==> src/hdl/assert_macros.svh <==
// Assertion macros shared by the integer to ASCII radix unit.
// Depends on nothing; included by the modules that carry assertions.
`ifndef ASSERT_MACROS_SVH
`define ASSERT_MACROS_SVH

// Same-cycle implication, checked outside reset.
`define ASSERT_IMPL(lbl, clk, rst_n, ante, cons, msg) \
    lbl: assert property (@(posedge clk) disable iff (!rst_n) (ante) |-> (cons)) \
        else $error(msg);

// Next-cycle implication, checked outside reset.
`define ASSERT_NEXT(lbl, clk, rst_n, ante, cons, msg) \
    lbl: assert property (@(posedge clk) disable iff (!rst_n) (ante) |=> (cons)) \
        else $error(msg);

`endif

==> src/hdl/itar_pkg.sv <==
// Package of the integer to ASCII radix unit: command and status types,
// character constants and the digit to character function. No dependencies.
package itar_pkg;

    localparam int VALUE_WIDTH_DEF = 16;
    localparam int RADIX_W         = 6;
    localparam int CHAR_W          = 7;

    localparam logic [RADIX_W-1:0] RADIX_RESET  = 6'd10;
    localparam logic [RADIX_W-1:0] BASE_DECIMAL = 6'd10;
    localparam logic [RADIX_W-1:0] BASE_MIN     = 6'd2;
    localparam logic [RADIX_W-1:0] BASE_MAX     = 6'd36;
    localparam logic [RADIX_W-1:0] DIGIT_MAX_DEC = 6'd9;

    localparam logic [CHAR_W-1:0] CHAR_ZERO  = 7'h30;
    localparam logic [CHAR_W-1:0] CHAR_A     = 7'h61;
    localparam logic [CHAR_W-1:0] CHAR_MINUS = 7'h2d;

    // Controller to datapath
    typedef struct packed {
        logic load;        // take the input value, start the first division
        logic div_step;    // one quotient bit of the shift-subtract divider
        logic push;        // store the remainder as a digit, start next division
        logic emit_sign;   // load '-' into the output register
        logic emit_digit;  // pop a digit into the output register
    } itar_cmd_t;

    // Datapath to controller
    typedef struct packed {
        logic div_done;    // the step now running is the last of this division
        logic quot_zero;   // quotient left by the finished division is zero
        logic neg;         // text starts with a sign
        logic stack_one;   // one digit left on the stack
        logic out_free;    // output register can take a character this cycle
    } itar_status_t;

    function automatic logic [CHAR_W-1:0] digit_char(input logic [RADIX_W-1:0] d);
        logic [CHAR_W-1:0] c;
        if (d > DIGIT_MAX_DEC) begin
            c = CHAR_A + CHAR_W'(d - BASE_DECIMAL);
        end else begin
            c = CHAR_ZERO + CHAR_W'(d);
        end
        return c;
    endfunction

endpackage

==> src/hdl/integer_to_ascii_radix_unit.sv <==
// Integer to ASCII radix unit: takes one signed VALUE_WIDTH-bit integer per
// transfer and streams its text in the base held in the radix register (2..36;
// 0 and 1 act as 2, above 36 acts as 36), most significant character first,
// with m_tlast on the final one. Base 10 prints a leading '-' for negative
// values, the most negative value included; every other base prints the bit
// pattern as unsigned. Digits above 9 are 'a'..'z'; zero prints "0"; no
// terminator. A bit-serial shift-subtract divider produces one quotient bit a
// cycle; each digit takes one full division and a push of the remainder onto
// the digit stack, and the characters then go out as the output register
// frees. The next item is taken once the last character sits in the output
// register. The radix register resets to 10 and is written by
// cfg_wr_en/cfg_wr_data; the user must write it only while the unit is idle,
// as the block itself does not enforce it.
// Depends on itar_pkg, itar_ctrl and itar_dp.

module integer_to_ascii_radix_unit
    import itar_pkg::*;
#(
    parameter int VALUE_WIDTH = VALUE_WIDTH_DEF
) (
    input  logic                               aclk,
    input  logic                               aresetn,
    input  logic                               cfg_wr_en,
    input  logic [RADIX_W-1:0]                 cfg_wr_data,  // radix
    input  logic                               s_tvalid,
    output logic                               s_tready,
    input  logic [((VALUE_WIDTH+7)/8)*8-1:0]   s_tdata,      // value, zero padding
    output logic                               m_tvalid,
    input  logic                               m_tready,
    output logic [7:0]                         m_tdata,      // character, zero bit
    output logic                               m_tlast
);

    itar_cmd_t          cmd;
    itar_status_t       status;
    logic [CHAR_W-1:0]  character;

    itar_ctrl u_ctrl (
        .aclk     (aclk),
        .aresetn  (aresetn),
        .s_tvalid (s_tvalid),
        .s_tready (s_tready),
        .status   (status),
        .cmd      (cmd)
    );

    itar_dp #(
        .VALUE_WIDTH (VALUE_WIDTH)
    ) u_dp (
        .aclk        (aclk),
        .aresetn     (aresetn),
        .cfg_wr_en   (cfg_wr_en),
        .cfg_wr_data (cfg_wr_data),
        .value       (s_tdata[VALUE_WIDTH-1:0]),
        .cmd         (cmd),
        .status      (status),
        .m_tready    (m_tready),
        .m_tvalid    (m_tvalid),
        .m_character (character),
        .m_last      (m_tlast)
    );

    assign m_tdata = {1'b0, character};

endmodule

==> src/hdl/itar_ctrl.sv <==
// Controller of the integer to ASCII radix unit: sequences load, division,
// digit push and character output. Depends on itar_pkg and assert_macros.svh.
`include "assert_macros.svh"

module itar_ctrl
    import itar_pkg::*;
(
    input  logic         aclk,
    input  logic         aresetn,
    input  logic         s_tvalid,
    output logic         s_tready,
    input  itar_status_t status,
    output itar_cmd_t    cmd
);

    localparam logic [2:0] ST_IDLE = 3'd0;
    localparam logic [2:0] ST_DIV  = 3'd1;
    localparam logic [2:0] ST_PUSH = 3'd2;
    localparam logic [2:0] ST_SIGN = 3'd3;
    localparam logic [2:0] ST_EMIT = 3'd4;

    logic [2:0] state_reg;
    logic [2:0] state_next;

    always_ff @(posedge aclk) begin
        if (!aresetn) begin
            state_reg <= ST_IDLE;
        end else begin
            state_reg <= state_next;
        end
    end

    always_comb begin
        state_next = state_reg;
        cmd        = '0;
        s_tready   = 1'b0;
        unique case (state_reg)
            ST_IDLE: begin
                s_tready = 1'b1;
                if (s_tvalid) begin
                    cmd.load   = 1'b1;
                    state_next = ST_DIV;
                end
            end
            ST_DIV: begin
                cmd.div_step = 1'b1;
                if (status.div_done) begin
                    state_next = ST_PUSH;
                end
            end
            ST_PUSH: begin
                cmd.push = 1'b1;
                // keep dividing until the quotient runs out
                if (!status.quot_zero) begin
                    state_next = ST_DIV;
                end else if (status.neg) begin
                    state_next = ST_SIGN;
                end else begin
                    state_next = ST_EMIT;
                end
            end
            ST_SIGN: begin
                if (status.out_free) begin
                    cmd.emit_sign = 1'b1;
                    state_next    = ST_EMIT;
                end
            end
            ST_EMIT: begin
                if (status.out_free) begin
                    cmd.emit_digit = 1'b1;
                    if (status.stack_one) begin
                        state_next = ST_IDLE;
                    end
                end
            end
            default: begin
                state_next = ST_IDLE;
            end
        endcase
    end

    `ASSERT_NEXT(a_div_to_push, aclk, aresetn, state_reg == ST_DIV && status.div_done, state_reg == ST_PUSH, "division did not end in push")
    `ASSERT_NEXT(a_push_loops, aclk, aresetn, state_reg == ST_PUSH && !status.quot_zero, state_reg == ST_DIV, "nonzero quotient not divided again")

endmodule

==> src/hdl/itar_dp.sv <==
// Datapath of the integer to ASCII radix unit: radix register, bit-serial
// divider, digit stack and output register. Depends on itar_pkg, assert_macros.svh.
`include "assert_macros.svh"

module itar_dp
    import itar_pkg::*;
#(
    parameter int VALUE_WIDTH = VALUE_WIDTH_DEF
) (
    input  logic                    aclk,
    input  logic                    aresetn,
    input  logic                    cfg_wr_en,
    input  logic [RADIX_W-1:0]      cfg_wr_data,
    input  logic [VALUE_WIDTH-1:0]  value,
    input  itar_cmd_t               cmd,
    output itar_status_t            status,
    input  logic                    m_tready,
    output logic                    m_tvalid,
    output logic [CHAR_W-1:0]       m_character,
    output logic                    m_last
);

    localparam int CW = $clog2(VALUE_WIDTH);
    localparam int SW = $clog2(VALUE_WIDTH + 1);

    logic [RADIX_W-1:0]     radix_reg;
    logic [RADIX_W-1:0]     base_reg;
    logic                   neg_reg;
    logic [VALUE_WIDTH-1:0] mag_reg;
    logic [RADIX_W-1:0]     rem_reg;
    logic [CW-1:0]          cnt_reg;
    logic [SW-1:0]          sp_reg;
    logic [RADIX_W-1:0]     digit_reg [VALUE_WIDTH];
    logic                   m_tvalid_reg;
    logic [CHAR_W-1:0]      m_char_reg;
    logic                   m_last_reg;

    logic [RADIX_W-1:0]     eff_base;
    logic                   load_neg;
    logic [RADIX_W:0]       trial;
    logic                   trial_ge;
    logic [RADIX_W:0]       trial_diff;
    logic [RADIX_W-1:0]     rem_next;
    logic [SW-1:0]          sp_dec;

    always_comb begin
        if (radix_reg < BASE_MIN) begin
            eff_base = BASE_MIN;
        end else if (radix_reg > BASE_MAX) begin
            eff_base = BASE_MAX;
        end else begin
            eff_base = radix_reg;
        end
    end

    assign load_neg   = value[VALUE_WIDTH-1] && (eff_base == BASE_DECIMAL);
    assign trial      = {rem_reg, mag_reg[VALUE_WIDTH-1]};
    assign trial_ge   = trial >= {1'b0, base_reg};
    assign trial_diff = trial - {1'b0, base_reg};
    assign rem_next   = trial_ge ? trial_diff[RADIX_W-1:0] : trial[RADIX_W-1:0];
    assign sp_dec     = sp_reg - SW'(1);

    always_ff @(posedge aclk) begin
        if (!aresetn) begin
            radix_reg <= RADIX_RESET;
        end else if (cfg_wr_en) begin
            radix_reg <= cfg_wr_data;
        end
    end

    // Divider and digit stack
    always_ff @(posedge aclk) begin
        if (!aresetn) begin
            sp_reg <= '0;
        end else begin
            if (cmd.load) begin
                base_reg <= eff_base;
                neg_reg  <= load_neg;
                mag_reg  <= load_neg ? (~value + VALUE_WIDTH'(1)) : value;
                rem_reg  <= '0;
                cnt_reg  <= '0;
                sp_reg   <= '0;
            end
            if (cmd.div_step) begin
                mag_reg <= {mag_reg[VALUE_WIDTH-2:0], trial_ge};
                rem_reg <= rem_next;
                cnt_reg <= cnt_reg + CW'(1);
            end
            if (cmd.push) begin
                digit_reg[sp_reg[CW-1:0]] <= rem_reg;
                sp_reg  <= sp_reg + SW'(1);
                rem_reg <= '0;
                cnt_reg <= '0;
            end
            if (cmd.emit_digit) begin
                sp_reg <= sp_dec;
            end
        end
    end

    // Output register: hold until the transfer, refill on the same edge
    always_ff @(posedge aclk) begin
        if (!aresetn) begin
            m_tvalid_reg <= 1'b0;
        end else if (cmd.emit_sign || cmd.emit_digit) begin
            m_tvalid_reg <= 1'b1;
        end else if (m_tready) begin
            m_tvalid_reg <= 1'b0;
        end
    end

    always_ff @(posedge aclk) begin
        if (cmd.emit_sign) begin
            m_char_reg <= CHAR_MINUS;
            m_last_reg <= 1'b0;
        end else if (cmd.emit_digit) begin
            m_char_reg <= digit_char(digit_reg[sp_dec[CW-1:0]]);
            m_last_reg <= (sp_reg == SW'(1));
        end
    end

    assign status.div_done  = (cnt_reg == CW'(VALUE_WIDTH - 1));
    assign status.quot_zero = (mag_reg == '0);
    assign status.neg       = neg_reg;
    assign status.stack_one = (sp_reg == SW'(1));
    assign status.out_free  = !m_tvalid_reg || m_tready;

    assign m_tvalid    = m_tvalid_reg;
    assign m_character = m_char_reg;
    assign m_last      = m_last_reg;

    `ASSERT_IMPL(a_no_overflow, aclk, aresetn, cmd.push, sp_reg < SW'(VALUE_WIDTH), "digit stack overflow")
    `ASSERT_IMPL(a_no_underflow, aclk, aresetn, cmd.emit_digit, sp_reg != '0, "digit stack underflow")
    `ASSERT_IMPL(a_sign_only_neg, aclk, aresetn, cmd.emit_sign, neg_reg && base_reg == BASE_DECIMAL, "sign emitted for non-negative or non-decimal")

endmodule
==> config.mk <==
export PLATFORM = sky130hd
export DESIGN_NAME = integer_to_ascii_radix_unit
export DESIGN_NICKNAME = d
export VERILOG_FILES = /design/src/hdl/itar_pkg.sv /design/src/hdl/integer_to_ascii_radix_unit.sv /design/src/hdl/itar_ctrl.sv /design/src/hdl/itar_dp.sv
export VERILOG_INCLUDE_DIRS = /design/src /design/src/hdl
export SDC_FILE = /design/constraint.sdc
export NUM_CORES = 1
export LEC_CHECK = 0
export BUFFER_PORTS_ARGS = -buffer_cell sky130_fd_sc_hd__buf_2
export CAP_MARGIN = 20
export CORE_MARGIN = 2
export CORE_UTILIZATION = 25
export CTS_CLUSTER_DIAMETER = 150
export DETAILED_ROUTE_END_ITERATION = 7
export GPL_ROUTABILITY_DRIVEN = 0
export SLEW_MARGIN = 40
export SYNTH_ARGS = -nofsm -noshare
export SYNTH_HDL_FRONTEND = slang
export SYNTH_SLANG_ARGS = --single-unit
==> constraint.sdc <==
create_clock -name aclk -period 5.3 [get_ports aclk]
set_input_delay 0.53 -clock aclk [delete_from_list [all_inputs] [get_ports aclk]]
set_output_delay 0.53 -clock aclk [all_outputs]
set_load 0.02 [all_outputs]
* Word level (Yosys, flattened, before mapping) *
Memories as Yosys holds them, arrays and structs flattened.
Index checks and enable logic that the tools add are counted.

cells by class
  $add $sub $neg = 8
  $lt $le $gt $ge = 4
  equality and inequality tests = 12
  mux-type cells = 35
  bitwise logic cells = 1
  reductions and logical operators = 14

operators by type and width
  cell                   count
  $mux 16                3
  $mux 6                 5
  $mux 3                 7
  $add 16x1->16 const B  1
  $logic_not 16->1       1
  $not 16->16            1
  $mux 5                 3
  $pmux 3 s5             1
  $mux 1                 13
  $ne 2x2->1 const B     5
  $mux 4                 2
  $add 6x6->7 const A    1
  $add 7x7->7 const A    1
  $ge 7x6->1             1
  $mux 7                 1
  $sub 6x4->7 const B    1
  $eq 3x2->1 const B     2
  $eq 6x4->1 const B     1
  $gt 6x4->1 const B     1
  $gt 6x6->1 const B     1
  $lt 6x2->1 const B     1
  $reduce_and 2->1       3
  $reduce_bool 3->1      2
  $sub 6x6->6            1
  other kinds (13)       15

storage, ports and cells
  flip-flop bits (word level) = 56
  memory bits (writable) = 96
  input port bits = 27
  word-level logic and storage cells = 86
  memories = 1

memory list
  name            depth  width  rd ports  clocked after memory_dff  write ports  RTL line       text
  u_dp.digit_reg  16     6      1         0                         1            itar_dp.sv:33  logic [RADIX_W-1:0] digit_reg [VALUE_WIDTH];

* Depth between registers and ports, before layout *
  depth after elaboration = 8
  gate-level depth with buffers = 17
  gate-level depth less buffers = 13

* Hierarchy *
Synthesis repeated with hierarchy kept, for this count alone.

unflattened totals
  cell total of the unflattened synthesis = 556
  area total of the unflattened synthesis = 7319.5 um2

by module, submodules not included
  module                       instances  cells each  area an instance (um2)  sequential area each (um2)
  itar_dp                      1          523         7081.8                  4274.1
  itar_ctrl                    1          31          226.5                   60.1
  integer_to_ascii_radix_unit  1          2           11.3                    0.0

* Worst setup path before layout *
Ideal clock, no wire load.

  kind = reg-to-reg
  from = register u_dp.sp_reg[0]
  to = register u_dp.m_char_reg[1] (netlist: u_dp.m_character[1])
  library setup time = 0.066 ns
  data arrival time = 4.007 ns
  data required time = 5.234 ns
  slack = 1.227 ns
  stages on the path, launching flop included = 17
  path buffers = 4
  period minus slack after synthesis = 4.073 ns
  cells stage by stage = dfxtp_1 -> buf_2 -> inv_1 -> ha_1 -> buf_2 -> buf_4 -> clkbuf_1 -> mux4_2 -> mux4_1 -> inv_1 -> ha_1 -> and2_1 -> a22oi_1 -> a22o_1 -> nor2_2 -> mux2_4 -> a21oi_2

on the way
  longest elaborated chain between the ends = 5
  elaborated cells between the ends (all ways) = 7
  those cells by class = add/sub (4); order compare (1); mux (1); memory (1)

ends and longest elaborated chain
  element                 RTL line        text
  from (decl)             itar_dp.sv:32   logic [SW-1:0] sp_reg;
  from (signal assigned)  itar_dp.sv:91   sp_reg <= sp_reg + SW'(1);
  from (signal assigned)  itar_dp.sv:96   sp_reg <= sp_dec;
  $sub 5x1->5 (*)         itar_dp.sv:61   assign sp_dec = sp_reg - SW'(1);
  $mem_v2 16x6 (*)        n/a
  $sub 6x4->7             itar_pkg.sv:40  c = CHAR_A + CHAR_W'(d - BASE_DECIMAL);
  $add 7x7->7             itar_pkg.sv:40
  $mux 7 (*)              itar_pkg.sv:39  if (d > DIGIT_MAX_DEC) begin
  to (signal assigned)    itar_dp.sv:117  m_char_reg <= digit_char(digit_reg[sp_dec[CW-1:0]]);
  to (decl)               itar_dp.sv:35   logic [CHAR_W-1:0] m_char_reg;

Every way passes the cells marked *; elsewhere a longest branch is shown, timed or not.
A chain may end at the register's enable or synchronous reset.

* Worst setup path after layout *
  from = register u_dp.sp_reg[1]
  to = register u_dp.m_char_reg[1] (netlist: u_dp.m_character[1])

Same word-level chain as after synthesis.

==> impl_results.md <==
* Status: finished clean
* I/O pin count at 38
* Diode count at 0
* Hold slack at roughly 0.32 ns
* Placed cell areas at just under 8000 sq um
* Data required time of the worst path at around 5.7 ns
* Area delta synth->final at 15.8%
* Mapped cell area at roughly 7300 sq um
* Starting DRC count in detailed routing at 340
* Worst Setup Start Kind: flop
* Cts hold-fix bufs at 0
* Register area share after synthesis at between 50% and 60%
* Core area at 28800 sq um
* Yosys cell types at 61
* Setup crit end kind: flop
* Slew @ Worst Pin at slightly above 0.8 ns
* Final period util at between 70% and 80%
* Worst-path clk slew at 0.06 ns
* Post-Syn Nets at 618
* Hold Fails Final Rpt at 0
* YS warnings at 0
* Largest cells by area after synthesis: edfxtp_1 (53%), dfxtp_1 (6.3%), mux4_2 (5.5%), mux2i_1 (3.1%), ha_1 (3.1%)
* Worst skew pair latency at 0.42 ns
* Mean post-synth cell area at approximately 13 sq um
* Final WL at around 15000 microns
* Routed Antenna Nets at 0
* CTS buffer count at 17
* Max Freq at 256 MHz
* Clock Path Buffers at 2
* # port buffers at 36
* R2R Path Start: u_dp.sp_reg[1]
* Final min period at 3.91 ns
* Max-slew headroom at approximately 45%
* Total clock sinks at between 150 and 200
* Peak VDD IR at roughly 0.19 mV
* Gr ovfl total at 0
* Layout Cells excl Fill at between 900 and 1000
* Async S/R FF share, synth at 0%
* Global Route Usage Sum at about a tenth
* DP Wirelength at just over 10000 microns
* H-tree Lvls at 4
* HP Class: primary input to flop
* PwrDens at roughly 400 nW/um^2
* Reg2reg end: u_dp.m_character[1]
* Yosys top cell area share at a little over half
* Final Skew at around 0.0065 ns
* Post-CTS Setup Bufs at 0
* Chip Height at about 180 microns
* Leak Pwr at 2.89 nW
* Crit path max-delay cell type: ha_2
* TritonCTS clock tree: done
* Die area at a little over 30000 sq um
* Post-synth top cells: edfxtp_1 (129), nor2_1 (52), nand2_1 (47)
* Worst setup path startpoint: u_dp.sp_reg[1]
* Max Slew Vio Count at 0
* # Max-Cap Violations at 0
* Cells along the critical path: inv_1 -> ha_2 -> mux4_2 -> mux4_2 -> inv_1 -> ha_1 -> and2_1 -> a22oi_1 -> a22o_1 -> nor2_2 -> mux2_4 -> a21oi_2
* Crit path kind: flop to flop
* Clk root buf: clkbuf_16
* Placed Cells at 967
* Std-Cell Rows at 62
* #FFs+latches synth at roughly 150
* Worst Setup EP: u_dp.m_character[1]
* Max Fanout on Critical Path at 24
* TNS Setup at 0 ns
* Post-synth EDFFs at approximately 130
* Most frequent cell after synthesis: edfxtp_1
* Final instance area at 8480 sq um
* Power consumption at 3.39 mW
* Cells after synthesis at around 570
* Nets at between 600 and 700
* Area leader, netlist: edfxtp_1
* Post-CTS resize count at 0
* Vias at 4457
* Initial antenna violation count at 0
* Fraction of layout cells with a size suffix above 1 at a little under a fifth
* Final Setup Violations at 0
* Worst reg-to-reg setup slack at about 1.4 ns
* RSZ-0062 raised after global routing: no
* DRC at 0
* Routed length per placed instance at around 15 microns
* Post-DR vias/cell at around 4.5
* Initial core utilization at 25.5%
* Post-synth top flop: edfxtp_1
* Drt first pass iters at 4
* Number of global-route vias before repair at between 4000 and 5000
* Reg2reg path depth at 12
* Die width at around 180 microns
* First-pass GRT wire length at 24300 microns
* Largest register FFs at between 90 and 100
* Largest net degree at the start of global routing at between 40 and 50
* Max stage delay on crit path at between 0.6 and 0.7 ns
* Critical Path AT at approximately 4.3 ns
-- worst max-delay path, delay by kind of cell, from the launching register on --
family	cells	cell delay [ns]
AOI/OAI and AO/OA	3	0.51
adders and majority gates	2	0.94
buffers and inverters	2	0.26
DFF	1	0.48
muxes	3	1.28
and+or+nand+nor	2	0.36
-- layout make-up --
class                           instances  area [sq um]
Fill cell                            2876         20300
Sequential cell                       152          4340
Tap cell                              384           480
Clock buffer                           27           557
Inverter                               20          75.1
Timing Repair Buffer                   42           225
Clock inverter                          5          31.3
Multi-Input combinational cell        369          2780
-- cell families after synthesis --
family | share of synthesized area (%)
mux | 10.6
flops | 59.2
fa+ha+maj | 3.35
compound gates | 7.50
simple gates | 13.1
other cells | 0.0512
xor+xnor | 2.97
buf+inv | 3.24
-- stage by stage --
stage                     util [%]  setup WS [ns]
after detailed placement      27.4           1.18
final                         29.5           1.39
after global routing          29.5           1.19
after global placement        27.3           1.25
after CTS                     29.5           1.15
after floorplan                  -           1.23
-- layout by cell type (no fill, tap or decap), drive strengths merged, types with 5 or more instances in the layout --
cell	n
nor2b	6
ha	18
buf	42
clkbuf	27
mux4	19
dfxtp	23
a21oi	15
nor4	6
nor3b	10
o21ai	31
edfxtp	129
nand3	17
nor2	53
nand2b	7
nand3b	5
or3	6
xnor2	12
nand2	47
nor3	13
xor2	12
mux2i	23
mux2	9
inv	20
a211oi	5
and2	7
a31oi	5
-- power by group --
group          internal, mW  leakage, nW  total, mW  switching (mW)
Combinational         0.289         1.23      0.682           0.393
Sequential             1.44         1.37       1.53          0.0910
Clock                 0.720        0.289       1.18           0.462
-- worst min path at each step --
stage	from	endpoint	cells after the start
floorplan	u_dp.radix_reg[0]	u_dp.radix_reg[0]	2
global placement	u_dp.m_character[2]	u_dp.m_character[2]	1
detailed placement	u_dp.m_character[4]	u_dp.m_character[4]	2
CTS	cfg_wr_data[3]	u_dp.radix_reg[3]	3
global route	cfg_wr_data[1]	u_dp.radix_reg[1]	3
finish	cfg_wr_data[3]	u_dp.radix_reg[3]	3
-- metal layers --
metal	track usage, %	part of all wire [%]	routed length (microns)	vias up
met2	16.1	47	6990	90
met1	13.9	47	6970	2167
met5	0	0	0	-
met3	2.46	5.4	804	11
met4	2.40	0.65	96	0
li1	-	-	-	2189
Power figures use the tool's default switching activity.
